==> src/hdl/tkm_pkg.sv <==
`timescale 1ns / 1ps
// ---------------------------------------------------------------------------
// tkm_pkg: shared types and constants of the timestamp k-way merge
// Sizes, codes, the head record, controller state and the command and
// status bundles between controller and datapath.
// ---------------------------------------------------------------------------
package tkm_pkg;

	// Sources, results and field sizes
	localparam int MAX_SOURCES = 8;
	localparam int MAX_RESULTS = 8;
	localparam int SRC_W       = 3;
	localparam int CFG_W       = 4;
	localparam int CNT_W       = $clog2(MAX_SOURCES + 1);
	localparam int RES_W       = $clog2(MAX_RESULTS + 1);
	localparam int STAMP_W     = 32;
	localparam int KIND_W      = 8;
	localparam int COUNT_W     = 32;

	// Value of active_sources after reset
	localparam logic [CFG_W-1:0] ACTIVE_RESET = CFG_W'(MAX_SOURCES);

	// Input action codes
	localparam logic ACTION_PUSH   = 1'b0;
	localparam logic ACTION_FINISH = 1'b1;

	typedef logic [SRC_W-1:0] src_t;

	// One record as held in a head slot
	typedef struct packed {
		logic signed [STAMP_W-1:0] stamp;
		logic [KIND_W-1:0]         kind;
		logic [COUNT_W-1:0]        count_a;
		logic [COUNT_W-1:0]        count_b;
		logic [COUNT_W-1:0]        count_c;
		logic [COUNT_W-1:0]        count_d;
	} head_rec_t;

	// Controller states
	typedef enum logic [4:0] {
		ST_IDLE  = 5'b00001,
		ST_CHECK = 5'b00010,
		ST_SCAN  = 5'b00100,
		ST_LOAD  = 5'b01000,
		ST_EMPTY = 5'b10000
	} state_t;

	// Controller to datapath
	typedef struct packed {
		logic apply;        // take the accepted input word
		logic scan_start;   // clear the minimum search
		logic scan_step;    // compare one slot
		logic emit;         // show the held record on the output
		logic emit_last;    // ... as the last one of this input
		logic load;         // move the chosen head into the output register
		logic load_empty;   // put the empty completion word out
	} cmd_t;

	// Datapath to controller
	typedef struct packed {
		logic blocked;   // an unfinished active source lacks a head
		logic any_head;  // some active source holds a head
		logic drained;   // every active source finished and empty
		logic scan_last; // the slot under compare is the last active one
		logic out_busy;  // output register cannot take a new word
		logic hold;      // a record waits in the output register
	} sts_t;

endpackage

==> src/hdl/tkm_ifs.sv <==
`timescale 1ns / 1ps
// ---------------------------------------------------------------------------
// tkm_in_if / tkm_out_if: valid/ready channels of the merge
// Input word: push or finish for one source. Output word: one merged record
// or the empty completion word.
// ---------------------------------------------------------------------------
interface tkm_in_if;
	import tkm_pkg::*;

	logic                      valid;
	logic                      ready;
	logic                      action;
	src_t                      source_id;
	logic signed [STAMP_W-1:0] stamp;
	logic [KIND_W-1:0]         kind;
	logic [COUNT_W-1:0]        count_a;
	logic [COUNT_W-1:0]        count_b;
	logic [COUNT_W-1:0]        count_c;
	logic [COUNT_W-1:0]        count_d;

	modport source (output valid, action, source_id, stamp, kind,
		count_a, count_b, count_c, count_d, input ready);
	modport sink (input valid, action, source_id, stamp, kind,
		count_a, count_b, count_c, count_d, output ready);
endinterface

interface tkm_out_if;
	import tkm_pkg::*;

	logic                      valid;
	logic                      ready;
	logic                      record_valid;
	src_t                      from_source;
	logic signed [STAMP_W-1:0] out_stamp;
	logic [KIND_W-1:0]         out_kind;
	logic [COUNT_W-1:0]        out_count_a;
	logic [COUNT_W-1:0]        out_count_b;
	logic [COUNT_W-1:0]        out_count_c;
	logic [COUNT_W-1:0]        out_count_d;
	logic                      last_of_run;
	logic                      all_done;

	modport source (output valid, record_valid, from_source, out_stamp, out_kind,
		out_count_a, out_count_b, out_count_c, out_count_d, last_of_run, all_done,
		input ready);
	modport sink (input valid, record_valid, from_source, out_stamp, out_kind,
		out_count_a, out_count_b, out_count_c, out_count_d, last_of_run, all_done,
		output ready);
endinterface

==> src/hdl/tkm_ctrl.sv <==
`timescale 1ns / 1ps
// ---------------------------------------------------------------------------
// tkm_ctrl: merge sequencer
// Takes one input word, then repeats minimum search and record load until
// no head may go out or the per-input limit is reached, then closes the run.
// ---------------------------------------------------------------------------
module tkm_ctrl (
	input  logic          clk,
	input  logic          arst_n,
	input  logic          in_valid,
	output logic          in_ready,
	input  tkm_pkg::sts_t sts,
	output tkm_pkg::cmd_t cmd
);
	import tkm_pkg::*;

	state_t           state_q;
	state_t           state_d;
	logic [RES_W-1:0] count_q;
	logic             pick_ok;

	assign in_ready = (state_q == ST_IDLE);
	assign pick_ok  = (count_q < RES_W'(MAX_RESULTS)) && !sts.blocked && sts.any_head;

	// Next state and commands
	always_comb begin
		cmd     = '0;
		state_d = state_q;
		unique case (state_q)
			ST_IDLE: begin
				if (in_valid) begin
					cmd.apply = 1'b1;
					state_d   = ST_CHECK;
				end
			end
			ST_CHECK: begin
				if (pick_ok) begin
					// a further record follows, so the held one is not last
					cmd.scan_start = 1'b1;
					cmd.emit       = sts.hold;
					state_d        = ST_SCAN;
				end else if (sts.hold) begin
					cmd.emit      = 1'b1;
					cmd.emit_last = 1'b1;
					state_d       = ST_IDLE;
				end else if (sts.drained) begin
					state_d = ST_EMPTY;
				end else begin
					state_d = ST_IDLE;
				end
			end
			ST_SCAN: begin
				cmd.scan_step = 1'b1;
				if (sts.scan_last) begin
					state_d = ST_LOAD;
				end
			end
			ST_LOAD: begin
				if (!sts.out_busy) begin
					cmd.load = 1'b1;
					state_d  = ST_CHECK;
				end
			end
			ST_EMPTY: begin
				if (!sts.out_busy) begin
					cmd.load_empty = 1'b1;
					state_d        = ST_IDLE;
				end
			end
			default: begin
				state_d = ST_IDLE;
			end
		endcase
	end

	// State and records emitted for the current input
	always_ff @(posedge clk or negedge arst_n) begin
		if (!arst_n) begin
			state_q <= ST_IDLE;
			count_q <= '0;
		end else begin
			state_q <= state_d;
			if (cmd.apply) begin
				count_q <= '0;
			end else if (cmd.load) begin
				count_q <= count_q + RES_W'(1);
			end
		end
	end

endmodule

==> src/hdl/tkm_dpath.sv <==
`timescale 1ns / 1ps
// ---------------------------------------------------------------------------
// tkm_dpath: head slots, minimum search and output register
// Holds one head record per source with full and finished flags, finds the
// smallest stamp one slot per cycle and stages the result word.
// ---------------------------------------------------------------------------
module tkm_dpath (
	input  logic                              clk,
	input  logic                              arst_n,
	input  logic                              cfg_we,
	input  logic [tkm_pkg::CFG_W-1:0]         cfg_wdata,
	input  logic                              in_action,
	input  tkm_pkg::src_t                     in_source,
	input  tkm_pkg::head_rec_t                in_rec,
	input  tkm_pkg::cmd_t                     cmd,
	output tkm_pkg::sts_t                     sts,
	input  logic                              out_ready,
	output logic                              out_valid,
	output logic                              out_record_valid,
	output tkm_pkg::src_t                     out_from_source,
	output tkm_pkg::head_rec_t                out_rec,
	output logic                              out_last,
	output logic                              out_done
);
	import tkm_pkg::*;

	logic [CFG_W-1:0]       active_q;
	logic [CNT_W-1:0]       n_eff;
	logic [MAX_SOURCES-1:0] act;
	logic [MAX_SOURCES-1:0] full_q;
	logic [MAX_SOURCES-1:0] fin_q;
	head_rec_t              head_q [MAX_SOURCES];
	logic                   src_ok;
	logic                   push_ok;
	src_t                   idx_q;
	src_t                   best_q;
	logic signed [STAMP_W-1:0] best_key_q;
	logic                   best_vld_q;
	logic                   take;
	logic                   out_valid_q;
	logic                   hold_q;
	logic                   rec_valid_q;
	src_t                   from_q;
	head_rec_t              out_q;
	logic                   last_q;
	logic                   done_q;

	// Effective source count and active mask
	assign n_eff = (active_q > CFG_W'(MAX_SOURCES)) ? CNT_W'(MAX_SOURCES)
		: CNT_W'(active_q);

	always_comb begin
		for (int i = 0; i < MAX_SOURCES; i++) begin
			act[i] = (CNT_W'(i) < n_eff);
		end
	end

	assign src_ok  = (CNT_W'(in_source) < n_eff);
	assign push_ok = cmd.apply && src_ok && (in_action == ACTION_PUSH)
		&& !fin_q[in_source] && !full_q[in_source];

	// Configuration register
	always_ff @(posedge clk or negedge arst_n) begin
		if (!arst_n) begin
			active_q <= ACTIVE_RESET;
		end else if (cfg_we) begin
			active_q <= cfg_wdata;
		end
	end

	// Full and finished flags
	always_ff @(posedge clk or negedge arst_n) begin
		if (!arst_n) begin
			full_q <= '0;
			fin_q  <= '0;
		end else begin
			if (cmd.apply && src_ok && (in_action == ACTION_FINISH)) begin
				fin_q[in_source] <= 1'b1;
			end
			if (push_ok) begin
				full_q[in_source] <= 1'b1;
			end
			if (cmd.load) begin
				full_q[best_q] <= 1'b0;
			end
		end
	end

	// Head slot payload
	always_ff @(posedge clk) begin
		if (push_ok) begin
			head_q[in_source] <= in_rec;
		end
	end

	// Minimum search, one slot per cycle, lower index kept on ties
	assign take = full_q[idx_q]
		&& (!best_vld_q || ($signed(head_q[idx_q].stamp) < best_key_q));

	always_ff @(posedge clk or negedge arst_n) begin
		if (!arst_n) begin
			idx_q      <= '0;
			best_vld_q <= 1'b0;
		end else if (cmd.scan_start) begin
			idx_q      <= '0;
			best_vld_q <= 1'b0;
		end else if (cmd.scan_step) begin
			idx_q <= idx_q + SRC_W'(1);
			if (take) begin
				best_vld_q <= 1'b1;
			end
		end
	end

	always_ff @(posedge clk) begin
		if (cmd.scan_step && take) begin
			best_q     <= idx_q;
			best_key_q <= head_q[idx_q].stamp;
		end
	end

	// Output register control: hold_q marks a record not yet released
	always_ff @(posedge clk or negedge arst_n) begin
		if (!arst_n) begin
			out_valid_q <= 1'b0;
			hold_q      <= 1'b0;
		end else if (cmd.load) begin
			out_valid_q <= 1'b0;
			hold_q      <= 1'b1;
		end else if (cmd.load_empty || cmd.emit) begin
			out_valid_q <= 1'b1;
			hold_q      <= 1'b0;
		end else if (out_valid_q && out_ready) begin
			out_valid_q <= 1'b0;
		end
	end

	// Output register payload
	always_ff @(posedge clk) begin
		if (cmd.load) begin
			rec_valid_q <= 1'b1;
			from_q      <= best_q;
			out_q       <= head_q[best_q];
		end else if (cmd.load_empty) begin
			rec_valid_q <= 1'b0;
			from_q      <= '0;
			out_q       <= '0;
			last_q      <= 1'b1;
			done_q      <= 1'b1;
		end else if (cmd.emit) begin
			last_q <= cmd.emit_last;
			done_q <= cmd.emit_last && sts.drained;
		end
	end

	// Status
	assign sts.blocked   = |(act & ~full_q & ~fin_q);
	assign sts.any_head  = |(act & full_q);
	assign sts.drained   = ~|(act & (~fin_q | full_q));
	assign sts.scan_last = ((CNT_W'(idx_q) + CNT_W'(1)) == n_eff);
	assign sts.out_busy  = out_valid_q && !out_ready;
	assign sts.hold      = hold_q;

	assign out_valid        = out_valid_q;
	assign out_record_valid = rec_valid_q;
	assign out_from_source  = from_q;
	assign out_rec          = out_q;
	assign out_last         = last_q;
	assign out_done         = done_q;

endmodule

==> src/hdl/timestamp_kway_merge_unit.sv <==
`timescale 1ns / 1ps
// ---------------------------------------------------------------------------
// timestamp_kway_merge_unit: merge of time-ordered record streams
// Keeps one head record per source and emits the smallest stamp whenever
// every unfinished active source holds a head.
//
//   channel   dir  handshake        word
//   rec_in    in   valid / ready    push or finish for one source
//   rec_out   out  valid / ready    merged record or completion word
//   cfg       in   cfg_we           active_sources
//
// One input word at a time; each input emits at most 8 records, and the
// minimum search for each compares one active head slot per cycle.
// A stalled output only delays the next record load or empty word; the last
// word of a run may wait while the next input is taken. arst_n clears flags,
// sets active_sources to 8 and returns the sequencer to idle.
// ---------------------------------------------------------------------------
module timestamp_kway_merge_unit (
	input  logic                      clk,
	input  logic                      arst_n,
	input  logic                      cfg_we,
	input  logic [tkm_pkg::CFG_W-1:0] cfg_wdata,
	tkm_in_if.sink                    rec_in,
	tkm_out_if.source                 rec_out
);
	import tkm_pkg::*;

	cmd_t      cmd;
	sts_t      sts;
	head_rec_t in_rec;
	head_rec_t out_rec;

	assign in_rec.stamp   = rec_in.stamp;
	assign in_rec.kind    = rec_in.kind;
	assign in_rec.count_a = rec_in.count_a;
	assign in_rec.count_b = rec_in.count_b;
	assign in_rec.count_c = rec_in.count_c;
	assign in_rec.count_d = rec_in.count_d;

	// Sequencer
	tkm_ctrl u_ctrl (
		.clk      (clk),
		.arst_n   (arst_n),
		.in_valid (rec_in.valid),
		.in_ready (rec_in.ready),
		.sts      (sts),
		.cmd      (cmd)
	);

	// Head slots, search and output register
	tkm_dpath u_dpath (
		.clk              (clk),
		.arst_n           (arst_n),
		.cfg_we           (cfg_we),
		.cfg_wdata        (cfg_wdata),
		.in_action        (rec_in.action),
		.in_source        (rec_in.source_id),
		.in_rec           (in_rec),
		.cmd              (cmd),
		.sts              (sts),
		.out_ready        (rec_out.ready),
		.out_valid        (rec_out.valid),
		.out_record_valid (rec_out.record_valid),
		.out_from_source  (rec_out.from_source),
		.out_rec          (out_rec),
		.out_last         (rec_out.last_of_run),
		.out_done         (rec_out.all_done)
	);

	assign rec_out.out_stamp   = out_rec.stamp;
	assign rec_out.out_kind    = out_rec.kind;
	assign rec_out.out_count_a = out_rec.count_a;
	assign rec_out.out_count_b = out_rec.count_b;
	assign rec_out.out_count_c = out_rec.count_c;
	assign rec_out.out_count_d = out_rec.count_d;

endmodule

==> src/flat_wrapper.sv <==
// flat-port wrapper written by rule: the top's interface ports become plain ports
module timestamp_kway_merge_unit_flat import tkm_pkg::*;
  (clk, arst_n, cfg_we, cfg_wdata, rec_in_valid, rec_in_action, rec_in_source_id, rec_in_stamp, rec_in_kind, rec_in_count_a, rec_in_count_b, rec_in_count_c, rec_in_count_d, rec_in_ready, rec_out_valid, rec_out_record_valid, rec_out_from_source, rec_out_out_stamp, rec_out_out_kind, rec_out_out_count_a, rec_out_out_count_b, rec_out_out_count_c, rec_out_out_count_d, rec_out_last_of_run, rec_out_all_done, rec_out_ready);
  tkm_in_if rec_in_i ();
  tkm_out_if rec_out_i ();
  input  logic clk;
  input  logic arst_n;
  input  logic cfg_we;
  input  logic [tkm_pkg::CFG_W-1:0] cfg_wdata;
  input wire logic [$bits(rec_in_i.valid)-1:0] rec_in_valid;
  input wire logic [$bits(rec_in_i.action)-1:0] rec_in_action;
  input wire logic [$bits(rec_in_i.source_id)-1:0] rec_in_source_id;
  input wire logic [$bits(rec_in_i.stamp)-1:0] rec_in_stamp;
  input wire logic [$bits(rec_in_i.kind)-1:0] rec_in_kind;
  input wire logic [$bits(rec_in_i.count_a)-1:0] rec_in_count_a;
  input wire logic [$bits(rec_in_i.count_b)-1:0] rec_in_count_b;
  input wire logic [$bits(rec_in_i.count_c)-1:0] rec_in_count_c;
  input wire logic [$bits(rec_in_i.count_d)-1:0] rec_in_count_d;
  output wire logic [$bits(rec_in_i.ready)-1:0] rec_in_ready;
  output wire logic [$bits(rec_out_i.valid)-1:0] rec_out_valid;
  output wire logic [$bits(rec_out_i.record_valid)-1:0] rec_out_record_valid;
  output wire logic [$bits(rec_out_i.from_source)-1:0] rec_out_from_source;
  output wire logic [$bits(rec_out_i.out_stamp)-1:0] rec_out_out_stamp;
  output wire logic [$bits(rec_out_i.out_kind)-1:0] rec_out_out_kind;
  output wire logic [$bits(rec_out_i.out_count_a)-1:0] rec_out_out_count_a;
  output wire logic [$bits(rec_out_i.out_count_b)-1:0] rec_out_out_count_b;
  output wire logic [$bits(rec_out_i.out_count_c)-1:0] rec_out_out_count_c;
  output wire logic [$bits(rec_out_i.out_count_d)-1:0] rec_out_out_count_d;
  output wire logic [$bits(rec_out_i.last_of_run)-1:0] rec_out_last_of_run;
  output wire logic [$bits(rec_out_i.all_done)-1:0] rec_out_all_done;
  input wire logic [$bits(rec_out_i.ready)-1:0] rec_out_ready;
  assign rec_in_i.valid = rec_in_valid;
  assign rec_in_i.action = rec_in_action;
  assign rec_in_i.source_id = rec_in_source_id;
  assign rec_in_i.stamp = rec_in_stamp;
  assign rec_in_i.kind = rec_in_kind;
  assign rec_in_i.count_a = rec_in_count_a;
  assign rec_in_i.count_b = rec_in_count_b;
  assign rec_in_i.count_c = rec_in_count_c;
  assign rec_in_i.count_d = rec_in_count_d;
  assign rec_in_ready = rec_in_i.ready;
  assign rec_out_valid = rec_out_i.valid;
  assign rec_out_record_valid = rec_out_i.record_valid;
  assign rec_out_from_source = rec_out_i.from_source;
  assign rec_out_out_stamp = rec_out_i.out_stamp;
  assign rec_out_out_kind = rec_out_i.out_kind;
  assign rec_out_out_count_a = rec_out_i.out_count_a;
  assign rec_out_out_count_b = rec_out_i.out_count_b;
  assign rec_out_out_count_c = rec_out_i.out_count_c;
  assign rec_out_out_count_d = rec_out_i.out_count_d;
  assign rec_out_last_of_run = rec_out_i.last_of_run;
  assign rec_out_all_done = rec_out_i.all_done;
  assign rec_out_i.ready = rec_out_ready;
  timestamp_kway_merge_unit u_core (.clk(clk), .arst_n(arst_n), .cfg_we(cfg_we), .cfg_wdata(cfg_wdata), .rec_in(rec_in_i), .rec_out(rec_out_i));
endmodule
==> config.mk <==
export PLATFORM = sky130hd
export DESIGN_NAME = timestamp_kway_merge_unit_flat
export DESIGN_NICKNAME = d
export VERILOG_FILES = /design/src/hdl/tkm_pkg.sv /design/src/hdl/tkm_ifs.sv /design/src/hdl/tkm_ctrl.sv /design/src/hdl/tkm_dpath.sv /design/src/hdl/timestamp_kway_merge_unit.sv /design/src/flat_wrapper.sv
export SDC_FILE = /design/constraint.sdc
export NUM_CORES = 1
export LEC_CHECK = 0
export BUFFER_PORTS_ARGS = -buffer_cell sky130_fd_sc_hd__buf_2
export CORE_MARGIN = 5
export CORE_UTILIZATION = 63
export CTS_BUF_LIST = sky130_fd_sc_hd__clkbuf_4 sky130_fd_sc_hd__clkbuf_8
export CTS_CLUSTER_DIAMETER = 120
export CTS_CLUSTER_SIZE = 12
export DETAILED_ROUTE_END_ITERATION = 7
export PLACE_DENSITY = 0.82
export SLEW_MARGIN = 15
export SYNTH_ARGS = -nofsm -noshare
export SYNTH_HDL_FRONTEND = slang
export SYNTH_SLANG_ARGS = --single-unit
==> constraint.sdc <==
create_clock -name clk -period 20.9 [get_ports clk]
set_input_delay 4.18 -clock clk [delete_from_list [all_inputs] [get_ports clk]]
set_output_delay 4.18 -clock clk [all_outputs]
set_load 0.05 [all_outputs]
==> results.yml <==
hold_path:
  hold_class: "flop to flop"
timing:
  holdWs_ns: 0.467
  hold_viol: 0
  period_share_pct: 38.4
  rsz0062_at_grt: "no"
  final.setup.tns_ns: 0
  slew_headroom_pct: 12.3
  max_slew.worst_pin.slew_ns: 1.32
  worst_slack_ns: 12.87
  setup_viol: 0
  slew_violations: 0
  fin_crit_ns: 8.03
  fmax_mhz: 125
  fin_skew_ns: 0.0383
synth:
  ys.flop_type: "edfxtp_1"
  syn_area_um2: 62100
  synth_area_leader_cell: "edfxtp_1"
  async_flop_share_pct: 2.20
  ys_ff_latch: 1591
  synth_most_common_cell: "edfxtp_1"
  synth_warnings: 0
  synth_area_leaders: "edfxtp_1 (75%), mux4_2 (15%), mux2i_1 (2.7%)"
  avgSynthCellArea_um2: 21.3
  synth_cell_type_count: 63
  synth.cells.most_frequent: "edfxtp_1 (1,552), mux4_2 (403), nor2_1 (206)"
  syn-num-nets: 3128
  syn_inst: 2912
  seq_area_frac_synth_pct: 76.6
  synth_top_area_share_pct: 75.1
  synth_edf_count: 1552
clock_network:
  clk_latency_ns: 0.84
  cts_resized: 0
  holdBufCountCts: 0
  htree_levels: 4
  tritoncts: "yes"
  clk_pin_slew_ns: 0.08
  clockBufferDepth: 3
  cts_inserted_buffers: 150
  cts-root-buf: "clkbuf_8"
  cts_num_sinks: 1591
  cts_setup_buffers: 0
routing:
  totalWireLength_um: 132000
  drt-vias-per-instance: 6.49
  drt-initial-drc-count: 3369
  ant_nets: 0
  avgRoutedWirePerCell_um: 28.3
  drc: 0
  dr_total_vias: 30200
  drt_pass1_iterations: 7
setup_path:
  crit_path_start_kind: "input pin"
  reg2regPathDepth: 9
  slowest_stage: "nor2_4"
  cp_num_cells: 8
  crit_arrival_ns: 8.48
  crit_family: "buffers and inverters"
  cp-startpoint: "rec_in_source_id[0]"
  critPathBufInv: 3
  critical_path.endpoint: "u_core.u_dpath.head_q[5][65]"
  path_class: "input pin to flop"
  cp_max_fo: 58
  crit_required_ns: 21.35
  critical_path.cell_chain: "buf_2, or3b_2, a21o_1, a21oi_1, o2111ai_1, nor2_4, buf_4, buf_4"
  r2r_slack_ns: 15.43
  cpMostUsedCell: "buf_4"
  reg2reg_from: "u_core.u_dpath.active_q[3]"
  end_kind: "flop"
  critical-path-max-stage-delay_ns: 1.00
  rr_endpoint: "u_core.u_dpath.head_q[5][65]"
pwr:
  ir_worst_vdd_v: 0.0000620
  p_sw_mw: 1.35
  leakage_nw: 21.4
  cell_internal_pwr_mw: 4.43
  fin_total_pwr_mw: 5.78
  pwr-share-seq_pct: 63.5
  switching_share_pct: 23.4
  power_density_nw_per_um2: 85.3
  clkPwrFrac_pct: 28.4
  comb_power_share_pct: 8.0
die:
  start_util_pct: 63.3
  dieWidth_um: 324
  die-area_um2: 105000
  die_h_um: 324
  core-area_um2: 98100
  io_pins: 357
  num_rows: 115
grt:
  antenna_found_initial: 46
  grtUsageMet1_pct: 35.8
  use_met2_pct: 40.5
  busiest_layer: "met2"
  grt_pass1_vias: 31600
  gr-total-overflow: 0
  grt_max_degree: 122
  gr-usage-met3_pct: 7.04
  grt_usage_pct: 25.6
  grt_pass1_wl_um: 198000
place:
  gp_congestion: 0.860
  hpwl_um: 75500
  placed_cell_area_um2: 65300
  port_buffers: 356
  pre_cts_ws_ns: 12.00
  dpl.cell_count: 4446
cells_and_area:
  drive_gt1_share_pct: 30.3
  final_cells: 4653
  seq_area_um2: 47600
  multi_input_area_um2: 13800
  n_fill_cell: 5745
  fin_nets: 3527
  fin_util_pct: 69.0
  area_delta_synth_final_pct: 9.09
  final_area_um2: 67700
status:
  status: "complete, no violations"
run:
  maxCapViolCount: 0
==> how the worst min path moves through the flow <==
stage / from / endpoint / slack (ns) / cells after the start
after floorplan: u_core.u_dpath.idx_q[2] / u_core.u_dpath.best_q[2] / 0.42 / 0
after global placement: u_core.u_dpath.out_record_valid / u_core.u_dpath.out_record_valid / 0.46 / 2
after detailed placement: u_core.u_dpath.out_record_valid / u_core.u_dpath.out_record_valid / 0.45 / 2
after CTS: u_core.u_dpath.out_record_valid / u_core.u_dpath.out_record_valid / 0.47 / 2
after global routing: u_core.u_dpath.out_record_valid / u_core.u_dpath.out_record_valid / 0.52 / 2
final: u_core.u_dpath.out_record_valid / u_core.u_dpath.out_record_valid / 0.47 / 2
==> power groups by stage <==
stage / logic, mW / registers (mW) / clock network [mW]
after CTS: 0.467 / 3.67 / 1.68
after floorplan: 0.207 / 3.84 / 0
after global placement: 0.446 / 3.73 / 0
after global routing: 0.498 / 3.67 / 1.83
final: 0.464 / 3.67 / 1.64
after detailed placement: 0.466 / 3.74 / 0
==> worst min-delay path, cell delays in order, from the launching register on <==
cell	delay [ns]
dfxtp_1	0.32
nand2_1	0.06
nand2_1	0.05
==> layer usage <==
layer | vias up | wire [µm]
li1 | 12700 | -
met3 | 242 | 12000
met5 | - | 176
met4 | 30 | 3210
met2 | 1424 | 65700
met1 | 15800 | 50700
==> sequential cells by signal, summed over array words and instances (netlist names), named ones only <==
| register | flops |
|---|---|
| u_core.u_dpath.full_q | 8 |
| u_core.u_dpath.idx_q | 3 |
| u_core.u_dpath.out_record_valid | 1 |
| u_core.u_dpath.hold_q | 1 |
| u_core.u_dpath.best_vld_q | 1 |
| u_core.u_dpath.out_rec | 168 |
| u_core.u_dpath.out_done | 1 |
| u_core.u_ctrl.state_q | 5 |
| u_core.u_dpath.out_valid | 1 |
| u_core.u_ctrl.count_q | 4 |
| u_core.u_dpath.active_q | 4 |
| u_core.u_dpath.head_q | 1344 |
| u_core.u_dpath.out_last | 1 |
| u_core.u_dpath.best_key_q | 32 |
| u_core.u_dpath.best_q | 3 |
| u_core.u_dpath.out_from_source | 3 |
| u_core.u_dpath.fin_q | 8 |
==> placed cells by master (no fill, tap or decap), types with 10 or more instances in the layout <==
master	Yosys	routed
buf_4	0	37
nand2_1	127	126
dfrtp_1	33	31
mux2i_1	170	170
edfxtp_1	1552	1552
a21oi_1	23	23
diode_2	0	25
nand4_1	10	10
ha_1	35	35
clkbuf_4	0	19
nor2_1	206	202
buf_2	18	356
clkbuf_8	0	152
mux4_2	403	403
inv_1	40	40
o21ai_0	30	30
==> cell families after synthesis <==
logic type / Yosys count / share of synthesized area, %
buffers and inverters: 192 / 1.21
flip-flops: 1591 / 76.6
AND/OR/NAND/NOR: 390 / 2.59
adder cells (fa/ha/maj): 37 / 0.738
AO/OA/AOI/OAI: 116 / 1.28
multiplexers: 577 / 17.4
XOR/XNOR: 9 / 0.127
==> area by class of cell <==
class / instances / share of cell area (%)
sequential: 1591 / 70.3
inverter: 42 / 0.233
tap: 1287 / 2.38
multi-input combinational: 1129 / 20.4
antenna: 25 / 0.0924
clock buffer: 171 / 3.30
timing repair buffer: 397 / 3.16
clock inverter: 11 / 0.133
Power figures use the tool's default switching activity.
